## src/rtl/dap_pkg.sv

```systemverilog
`timescale 1ns / 1ps

package dap_pkg;

    localparam int DEF_MAX_LENGTH = 32;
    localparam int FRAC_DIGITS    = 10;

    localparam int WHOLE_W  = 40;
    localparam int FRAC_W   = 34;
    localparam int FCNT_W   = 4;
    localparam int HALF_W   = 20;
    localparam int PP_W     = HALF_W + FRAC_W;
    localparam int AMOUNT_W = 64;
    localparam int TOTAL_W  = PP_W + HALF_W + 1;

    localparam logic [WHOLE_W-1:0] WHOLE_LIMIT = 40'd1000000000000;
    localparam logic [FRAC_W-1:0]  SCALE       = 34'd10000000000;

    localparam logic [7:0] CHAR_DOT  = 8'h2E;
    localparam logic [7:0] CHAR_ZERO = 8'h30;
    localparam logic [7:0] CHAR_NINE = 8'h39;

    typedef struct packed {
        logic               ok;
        logic [WHOLE_W-1:0] whole;
        logic [FRAC_W-1:0]  frac;
        logic [FCNT_W-1:0]  fcnt;
    } t_snap;

    // padding factor for a fraction with fewer than the full digit count
    function automatic logic [FRAC_W-1:0] pad_pow10(input logic [FCNT_W-1:0] n);
        logic [FRAC_W-1:0] p;
        begin
            case (n)
                4'd0:    p = 34'd1;
                4'd1:    p = 34'd10;
                4'd2:    p = 34'd100;
                4'd3:    p = 34'd1000;
                4'd4:    p = 34'd10000;
                4'd5:    p = 34'd100000;
                4'd6:    p = 34'd1000000;
                4'd7:    p = 34'd10000000;
                4'd8:    p = 34'd100000000;
                4'd9:    p = 34'd1000000000;
                4'd10:   p = 34'd10000000000;
                default: p = 34'd0;
            endcase
            return p;
        end
    endfunction

endpackage

```

## src/rtl/dap_accum.sv

```systemverilog
`timescale 1ns / 1ps

module dap_accum
    import dap_pkg::*;
#(
    parameter int MAX_LENGTH = DEF_MAX_LENGTH
) (
    input  logic        i_clk,
    input  logic        i_rst_n,
    input  logic        i_in_valid,
    output logic        o_in_ready,
    input  logic        i_end_of_text,
    input  logic [7:0]  i_character,
    output logic        o_snap_valid,
    input  logic        i_snap_ready,
    output t_snap       o_snap
);

    localparam int CNT_W = $clog2(MAX_LENGTH + 2);
    localparam logic [CNT_W-1:0] CNT_SAT = CNT_W'(MAX_LENGTH + 1);
    localparam logic [CNT_W-1:0] CNT_MAX = CNT_W'(MAX_LENGTH);
    localparam logic [FCNT_W-1:0] FCNT_FULL = FCNT_W'(FRAC_DIGITS);
    localparam logic [FCNT_W-1:0] FCNT_SAT  = FCNT_W'(FRAC_DIGITS + 1);

    logic               r_in_valid;
    logic               r_in_eot;
    logic [7:0]         r_in_char;

    logic [CNT_W-1:0]   r_cnt,   n_cnt;
    logic               r_dot,   n_dot;
    logic               r_wnz,   n_wnz;
    logic [FCNT_W-1:0]  r_fcnt,  n_fcnt;
    logic [WHOLE_W-1:0] r_whole, n_whole;
    logic [FRAC_W-1:0]  r_frac,  n_frac;
    logic               r_bad,   n_bad;

    logic               proc;
    logic               is_digit;
    logic [3:0]         digit;
    logic [WHOLE_W+3:0] whole_x10;
    logic [FRAC_W+3:0]  frac_x10;

    assign proc       = r_in_valid && (!r_in_eot || i_snap_ready);
    assign o_in_ready = !r_in_valid || proc;

    assign is_digit  = (r_in_char >= CHAR_ZERO) && (r_in_char <= CHAR_NINE);
    assign digit     = r_in_char[3:0];
    assign whole_x10 = ({4'b0, r_whole} << 3) + ({4'b0, r_whole} << 1)
                       + {{WHOLE_W{1'b0}}, digit};
    assign frac_x10  = ({4'b0, r_frac} << 3) + ({4'b0, r_frac} << 1)
                       + {{FRAC_W{1'b0}}, digit};

    assign o_snap_valid = r_in_valid && r_in_eot;

    always_comb begin
        o_snap.ok    = !r_bad && (r_cnt != '0) && (r_cnt <= CNT_MAX)
                       && (r_wnz || (r_fcnt != '0)) && (r_fcnt <= FCNT_FULL)
                       && (r_whole <= WHOLE_LIMIT);
        o_snap.whole = r_whole;
        o_snap.frac  = r_frac;
        o_snap.fcnt  = r_fcnt;
    end

    always_comb begin
        n_cnt   = r_cnt;
        n_dot   = r_dot;
        n_wnz   = r_wnz;
        n_fcnt  = r_fcnt;
        n_whole = r_whole;
        n_frac  = r_frac;
        n_bad   = r_bad;
        if (proc && r_in_eot) begin
            n_cnt   = '0;
            n_dot   = 1'b0;
            n_wnz   = 1'b0;
            n_fcnt  = '0;
            n_whole = '0;
            n_frac  = '0;
            n_bad   = 1'b0;
        end else if (proc) begin
            if (r_cnt < CNT_SAT) begin
                n_cnt = r_cnt + 1'b1;
            end
            if ((r_in_char == CHAR_DOT) && !r_dot) begin
                n_dot = 1'b1;
            end else if (!is_digit) begin
                n_bad = 1'b1;
            end else if (!r_dot) begin
                n_wnz = 1'b1;
                if (r_whole <= WHOLE_LIMIT) begin
                    if (whole_x10 > {4'b0, WHOLE_LIMIT}) begin
                        // saturate just above the limit
                        n_whole = WHOLE_LIMIT + 1'b1;
                        n_bad   = 1'b1;
                    end else begin
                        n_whole = whole_x10[WHOLE_W-1:0];
                    end
                end
            end else begin
                if (r_fcnt < FCNT_FULL) begin
                    n_frac = frac_x10[FRAC_W-1:0];
                    n_fcnt = r_fcnt + 1'b1;
                end else begin
                    n_fcnt = FCNT_SAT;
                    n_bad  = 1'b1;
                end
            end
        end
    end

    always_ff @(posedge i_clk) begin
        if (!i_rst_n) begin
            r_in_valid <= 1'b0;
            r_cnt      <= '0;
            r_dot      <= 1'b0;
            r_wnz      <= 1'b0;
            r_fcnt     <= '0;
            r_whole    <= '0;
            r_frac     <= '0;
            r_bad      <= 1'b0;
        end else begin
            if (o_in_ready) begin
                r_in_valid <= i_in_valid;
            end
            r_cnt   <= n_cnt;
            r_dot   <= n_dot;
            r_wnz   <= n_wnz;
            r_fcnt  <= n_fcnt;
            r_whole <= n_whole;
            r_frac  <= n_frac;
            r_bad   <= n_bad;
        end
    end

    always_ff @(posedge i_clk) begin
        if (o_in_ready && i_in_valid) begin
            r_in_eot  <= i_end_of_text;
            r_in_char <= i_character;
        end
    end

endmodule

```

## src/rtl/dap_scale.sv

```systemverilog
`timescale 1ns / 1ps

module dap_scale
    import dap_pkg::*;
(
    input  logic                i_clk,
    input  logic                i_rst_n,
    input  logic                i_snap_valid,
    output logic                o_snap_ready,
    input  t_snap               i_snap,
    output logic                o_out_valid,
    input  logic                i_out_ready,
    output logic [AMOUNT_W-1:0] o_amount,
    output logic                o_valid_res
);

    localparam logic [FCNT_W-1:0] FCNT_FULL = FCNT_W'(FRAC_DIGITS);

    logic                r_a_valid;
    logic                r_a_ok;
    logic [PP_W-1:0]     r_a_pp_lo;
    logic [PP_W-1:0]     r_a_pp_hi;
    logic [FRAC_W-1:0]   r_a_frac;

    logic                r_b_valid;
    logic                r_b_ok;
    logic [PP_W:0]       r_b_sum;
    logic [PP_W-1:0]     r_b_pp_hi;

    logic                r_o_valid;
    logic [AMOUNT_W-1:0] r_o_amount;
    logic                r_o_valid_res;

    logic                out_en;
    logic                b_en;
    logic                a_en;
    logic [FRAC_W-1:0]   pad;
    logic [2*FRAC_W-1:0] frac_prod;
    logic [TOTAL_W-1:0]  total;
    logic                res_ok;

    assign out_en       = !r_o_valid || i_out_ready;
    assign b_en         = !r_b_valid || out_en;
    assign a_en         = !r_a_valid || b_en;
    assign o_snap_ready = a_en;

    assign pad       = pad_pow10(FCNT_FULL - i_snap.fcnt);
    assign frac_prod = {{FRAC_W{1'b0}}, i_snap.frac} * {{FRAC_W{1'b0}}, pad};

    assign total  = {1'b0, r_b_pp_hi, {HALF_W{1'b0}}}
                    + {{HALF_W{1'b0}}, r_b_sum};
    assign res_ok = r_b_ok && (total[TOTAL_W-1:AMOUNT_W] == '0);

    always_ff @(posedge i_clk) begin
        if (!i_rst_n) begin
            r_a_valid <= 1'b0;
            r_b_valid <= 1'b0;
            r_o_valid <= 1'b0;
        end else begin
            if (a_en) begin
                r_a_valid <= i_snap_valid;
            end
            if (b_en) begin
                r_b_valid <= r_a_valid;
            end
            if (out_en) begin
                r_o_valid <= r_b_valid;
            end
        end
    end

    // whole part times scale in two halves, fraction padded on the right
    always_ff @(posedge i_clk) begin
        if (a_en && i_snap_valid) begin
            r_a_ok    <= i_snap.ok;
            r_a_pp_lo <= PP_W'({{FRAC_W{1'b0}}, i_snap.whole[HALF_W-1:0]}
                              * {{HALF_W{1'b0}}, SCALE});
            r_a_pp_hi <= PP_W'({{FRAC_W{1'b0}}, i_snap.whole[WHOLE_W-1:HALF_W]}
                              * {{HALF_W{1'b0}}, SCALE});
            r_a_frac  <= frac_prod[FRAC_W-1:0];
        end
    end

    always_ff @(posedge i_clk) begin
        if (b_en && r_a_valid) begin
            r_b_ok    <= r_a_ok;
            r_b_sum   <= {1'b0, r_a_pp_lo} + {{(PP_W - FRAC_W + 1){1'b0}}, r_a_frac};
            r_b_pp_hi <= r_a_pp_hi;
        end
    end

    always_ff @(posedge i_clk) begin
        if (out_en && r_b_valid) begin
            r_o_valid_res <= res_ok;
            r_o_amount    <= res_ok ? total[AMOUNT_W-1:0] : '0;
        end
    end

    assign o_out_valid = r_o_valid;
    assign o_amount    = r_o_amount;
    assign o_valid_res = r_o_valid_res;

endmodule

```

## src/rtl/decimal_amount_parser_unit.sv

```systemverilog
// throughput: one item per cycle for characters and end items while output is ready
// the result of an end item passes the input register, the multiply stage and the
// add stage, then it is held in the result register
// the running digit accumulation is a combinational update of the registered text state
// reset: synchronous active-low i_rst_n clears the text state and all valid flags
`timescale 1ns / 1ps

module decimal_amount_parser_unit
    import dap_pkg::*;
#(
    parameter int MAX_LENGTH = DEF_MAX_LENGTH
) (
    input  logic                i_clk,
    input  logic                i_rst_n,
    input  logic                i_in_valid,
    output logic                o_in_ready,
    input  logic                i_end_of_text,
    input  logic [7:0]          i_character,
    output logic                o_out_valid,
    input  logic                i_out_ready,
    output logic [AMOUNT_W-1:0] o_amount,
    output logic                o_valid_res
);

    logic  snap_valid;
    logic  snap_ready;
    t_snap snap;

    dap_accum #(
        .MAX_LENGTH(MAX_LENGTH)
    ) u_accum (
        .i_clk        (i_clk),
        .i_rst_n      (i_rst_n),
        .i_in_valid   (i_in_valid),
        .o_in_ready   (o_in_ready),
        .i_end_of_text(i_end_of_text),
        .i_character  (i_character),
        .o_snap_valid (snap_valid),
        .i_snap_ready (snap_ready),
        .o_snap       (snap)
    );

    dap_scale u_scale (
        .i_clk       (i_clk),
        .i_rst_n     (i_rst_n),
        .i_snap_valid(snap_valid),
        .o_snap_ready(snap_ready),
        .i_snap      (snap),
        .o_out_valid (o_out_valid),
        .i_out_ready (i_out_ready),
        .o_amount    (o_amount),
        .o_valid_res (o_valid_res)
    );

endmodule

```

## config.mk

```make
export PLATFORM = sky130hd
export DESIGN_NAME = decimal_amount_parser_unit
export DESIGN_NICKNAME = d
export VERILOG_FILES = /design/src/rtl/dap_pkg.sv /design/src/rtl/dap_accum.sv /design/src/rtl/dap_scale.sv /design/src/rtl/decimal_amount_parser_unit.sv
export SDC_FILE = /design/constraint.sdc
export NUM_CORES = 2
export LEC_CHECK = 0
export BUFFER_PORTS_ARGS = -buffer_cell sky130_fd_sc_hd__buf_2
export CAP_MARGIN = 30
export CORE_UTILIZATION = 45
export DETAILED_ROUTE_END_ITERATION = 16
export MAX_ROUTING_LAYER = met4
export PLACE_DENSITY_LB_ADDON = 0.05
export SYNTH_ARGS = -nofsm -noshare
export SYNTH_HDL_FRONTEND = slang
export SYNTH_SLANG_ARGS = --single-unit
```

## constraint.sdc

```tcl
create_clock -name i_clk -period 18.1 [get_ports i_clk]
set_input_delay 0.905 -clock i_clk [delete_from_list [all_inputs] [get_ports i_clk]]
set_output_delay 0.905 -clock i_clk [all_outputs]
set_load 0.005 [all_outputs]
```

==> impl_metrics.py <==
metrics = {
    "timing": {
        "maxSlewViolCount": 0,
        "period_needed_ns": 10.39,
        "finalHoldViolCount": 0,
        "fin_crit_sh_pct": 57.40,
        "skew_ns": 0.03930,
        "fin_hold_ws_ns": 0.4140,
        "slew-limit-headroom_pct": 27.31,
        "fin_tns_setup_ns": 0,
        "max_clock_freq_mhz": 96.25,
        "rsz0062_at_grt": "no",
        "worst_pin_slew_ns": 1.089,
        "setup_viol": 0,
    },
    "clock_tree": {
        "cts_buffers": 48,
        "ctsHoldBuffers": 0,
        "clock-sinks": 388,
        "worstSkewPairLatency_ns": 0.64,
        "clk_pin_slew_worst_paths_ns": 0.06,
        "cts_setup_buffers": 0,
        "cts-root-buf": "clkbuf_16",
        "htreeDepth": 2,
        "cts_tree": "done",
        "cts_resized": 0,
        "cts_buffer_depth": 3,
    },
    "routing": {
        "wl_um": 146800,
        "drt_iter0_drc": 2218,
        "via_per_inst": 5.376,
        "drt_pass1_iterations": 5,
        "drc_errors": 0,
        "vias": 38047,
        "wl_per_cell_um": 20.74,
        "postRouteAntennaNets": 0,
    },
    "global_routing": {
        "grt_max_degree": 64,
        "grt_pass1_vias": 39666,
        "grt_pass1_wl_um": 231500,
        "antenna_found_initial": 4,
        "track_usage_pct": 25.78,
        "gr-total-overflow": 0,
    },
    "die": {
        "dieArea_um2": 120600,
        "io-pin-count": 80,
        "start_util_pct": 45.42,
        "core_area_um2": 118100,
        "die_h_um": 347.2,
        "fp-row-count": 126,
        "die_x_um": 347.2,
    },
    "worst_hold_path": {
        "min_path_type": "flop to flop",
        "holdPathStages": 0,
        "hold_end": "u_scale.r_b_pp_hi[51]",
        "hp-start": "u_scale.r_a_pp_hi[51]",
    },
    "placed_design": {
        "port-buffer-count": 79,
        "place_area_um2": 56190,
        "gp_congestion": 0.9246,
        "dp_hpwl_um": 117700,
    },
    "logic_synthesis": {
        "ys.flop_type": "edfxtp_1",
        "yosysUniqueCellTypes": 100,
        "avgSynthCellArea_um2": 9.896,
        "synth_sequential_area_ratio_pct": 20.02,
        "syn_area_um2": 53640,
        "yosys.area.top_type": "fa_1",
        "ys_async_sr_fraction_pct": 0,
        "yosysMostFrequentCell": "inv_1",
        "ys_warn_count": 0,
        "syn-num-nets": 6932,
        "synth-edff-count": 297,
        "synth_cells": 5420,
        "synth_top_area_share_pct": 26.95,
        "synth_area_leaders": "fa_1 (27%), ha_1 (18%), edfxtp_1 (17%)",
        "ys_ff_latch": 388,
        "synthTopCellsByCount": "inv_1 (990), ha_1 (777), fa_1 (722)",
    },
    "finish": {
        "nets": 7010,
        "design_area_um2": 57790,
        "drive_above_1_share_pct": 5.887,
        "syn2layout_area_growth_pct": 7.747,
    },
    "power": {
        "p_leak_nw": 29.43,
        "ir_drop_mv": 0.06344,
        "p_per_area_nw_per_um2": 35.65,
    },
    "critical_path": {
        "worst-setup-path-type": "flop to flop",
        "r2r-start": "u_accum.r_fcnt[1]",
        "worst_path_dominant_cell_family": "adder cells",
        "cp-end-kind": "flop",
        "critPathMaxFanout": 21,
        "cp_slowest_cell": "ha_1",
        "crit_buf_inv": 7,
        "crit_required_ns": 18.48,
        "start_kind": "flop",
        "reg2reg_depth": 31,
        "worstPathArrival_ns": 10.77,
        "regToRegSetupSlack_ns": 7.71,
        "cp_common_cell": "fa_1",
        "r2r_end": "u_scale.r_a_frac[32]",
        "slowest_delay_ns": 0.75,
    },
    "flow_run": {
        "maxCapViolations": 0,
    },
    "status": {
        "status": "finished, final reports clean",
    },
}
logic make-up after synthesis:
logic type               after synthesis  synth area share [%]
buffers and inverters               1134                 7.983
AO/OA/AOI/OAI                        778                 9.585
AND/OR/NAND/NOR                     1324                 12.46
flip-flops                           388                 20.02
XOR/XNOR                             288                 4.703
adder cells (fa/ha/maj)             1499                 45.07
multiplexers                           9                0.1726
per-stage QoR:
step	worst slack, ns	util, %	std cells	power [W]
after floorplan	9.018	-	5420	0.001076
after global placement	7.979	47.54	6979	0.001109
after detailed placement	7.779	47.59	6984	0.001110
after CTS	7.806	48.94	7074	0.002094
after global routing	7.036	48.94	7074	0.002135
final	7.710	48.94	7077	0.002060
cells in the final DEF (no fill, tap or decap), types with 18 or more instances in the layout:
| cell | n |
|---|---|
| nor3_1 | 58 |
| o21ai_0 | 124 |
| and3_1 | 33 |
| o21bai_1 | 32 |
| and2_1 | 330 |
| inv_1 | 990 |
| xor2_1 | 96 |
| nand2b_1 | 31 |
| buf_2 | 80 |
| nor4_1 | 18 |
| o31ai_1 | 22 |
| a21o_1 | 100 |
| nor2b_1 | 28 |
| edfxtp_1 | 297 |
| o21a_1 | 36 |
| nand2_1 | 421 |
| ha_1 | 777 |
| a211oi_1 | 31 |
| nand3_1 | 69 |
| buf_4 | 89 |
| a21oi_1 | 238 |
| fa_1 | 722 |
| nor2_1 | 207 |
| clkbuf_16 | 48 |
| a31oi_1 | 32 |
| xnor2_1 | 192 |
| nand4_1 | 35 |
| or2_2 | 20 |
| dfxtp_1 | 88 |
worst max path at each step:
| stage | startpoint | cells after the start | to | slack, ns |
|---|---|---|---|---|
| 2_1_floorplan | u_accum.r_fcnt[0] | 33 | u_scale.r_a_frac[32] | 9.02 |
| 3_3_place_gp | u_accum.r_fcnt[1] | 31 | u_scale.r_a_frac[32] | 7.98 |
| 3_5_place_dp | u_accum.r_fcnt[1] | 31 | u_scale.r_a_frac[32] | 7.78 |
| 4_1_cts | u_accum.r_fcnt[1] | 31 | u_scale.r_a_frac[32] | 7.81 |
| 5_1_grt | u_accum.r_fcnt[1] | 32 | u_scale.r_a_frac[32] | 7.04 |
| 6_report | u_accum.r_fcnt[1] | 31 | u_scale.r_a_frac[32] | 7.71 |
per-layer routing:
layer / wire length, um / up-vias / GRT usage (%) / part of all wire, %
met2: 68730 / 789 / 41.90 / 47
li1: - / 17962 / - / -
met5: 0 / - / - / 0
met4: 3595 / 0 / 6.032 / 2.4
met3: 6291 / 169 / 2.314 / 4.3
met1: 68140 / 19127 / 34.85 / 46
final cells by class:
type | count | area [um2]
clock buffer | 54 | 1244
multi-input combinational | 3898 | 38700
fill | 11204 | 60290
tap | 1536 | 1922
sequential | 388 | 10740
inverter | 991 | 3720
timing repair buffer | 171 | 1111
clock inverter | 36 | 346.6
antenna | 3 | 7.507
state kept, by name, indices dropped and copies added, names as in the netlist, 4 cells and up:
register,cells
u_scale.r_a_frac,34
u_scale.r_a_pp_lo,44
u_accum.r_frac,34
u_accum.r_fcnt,4
u_accum.r_whole,40
u_scale.r_b_sum,55
u_accum.r_in_char,8
u_scale.r_a_pp_hi,44
u_scale.o_amount,64
u_accum.r_cnt,6
u_scale.r_b_pp_hi,44
power breakdown:
group	switching (W)	leakage (nW)	internal [W]	total (W)
Combinational	0.0000667	25.1	0.0000391	0.000106
Sequential	0.0000114	3.51	0.000973	0.000984
Clock	0.000432	0.781	0.000538	0.000970
Power figures use the tool's default switching activity.
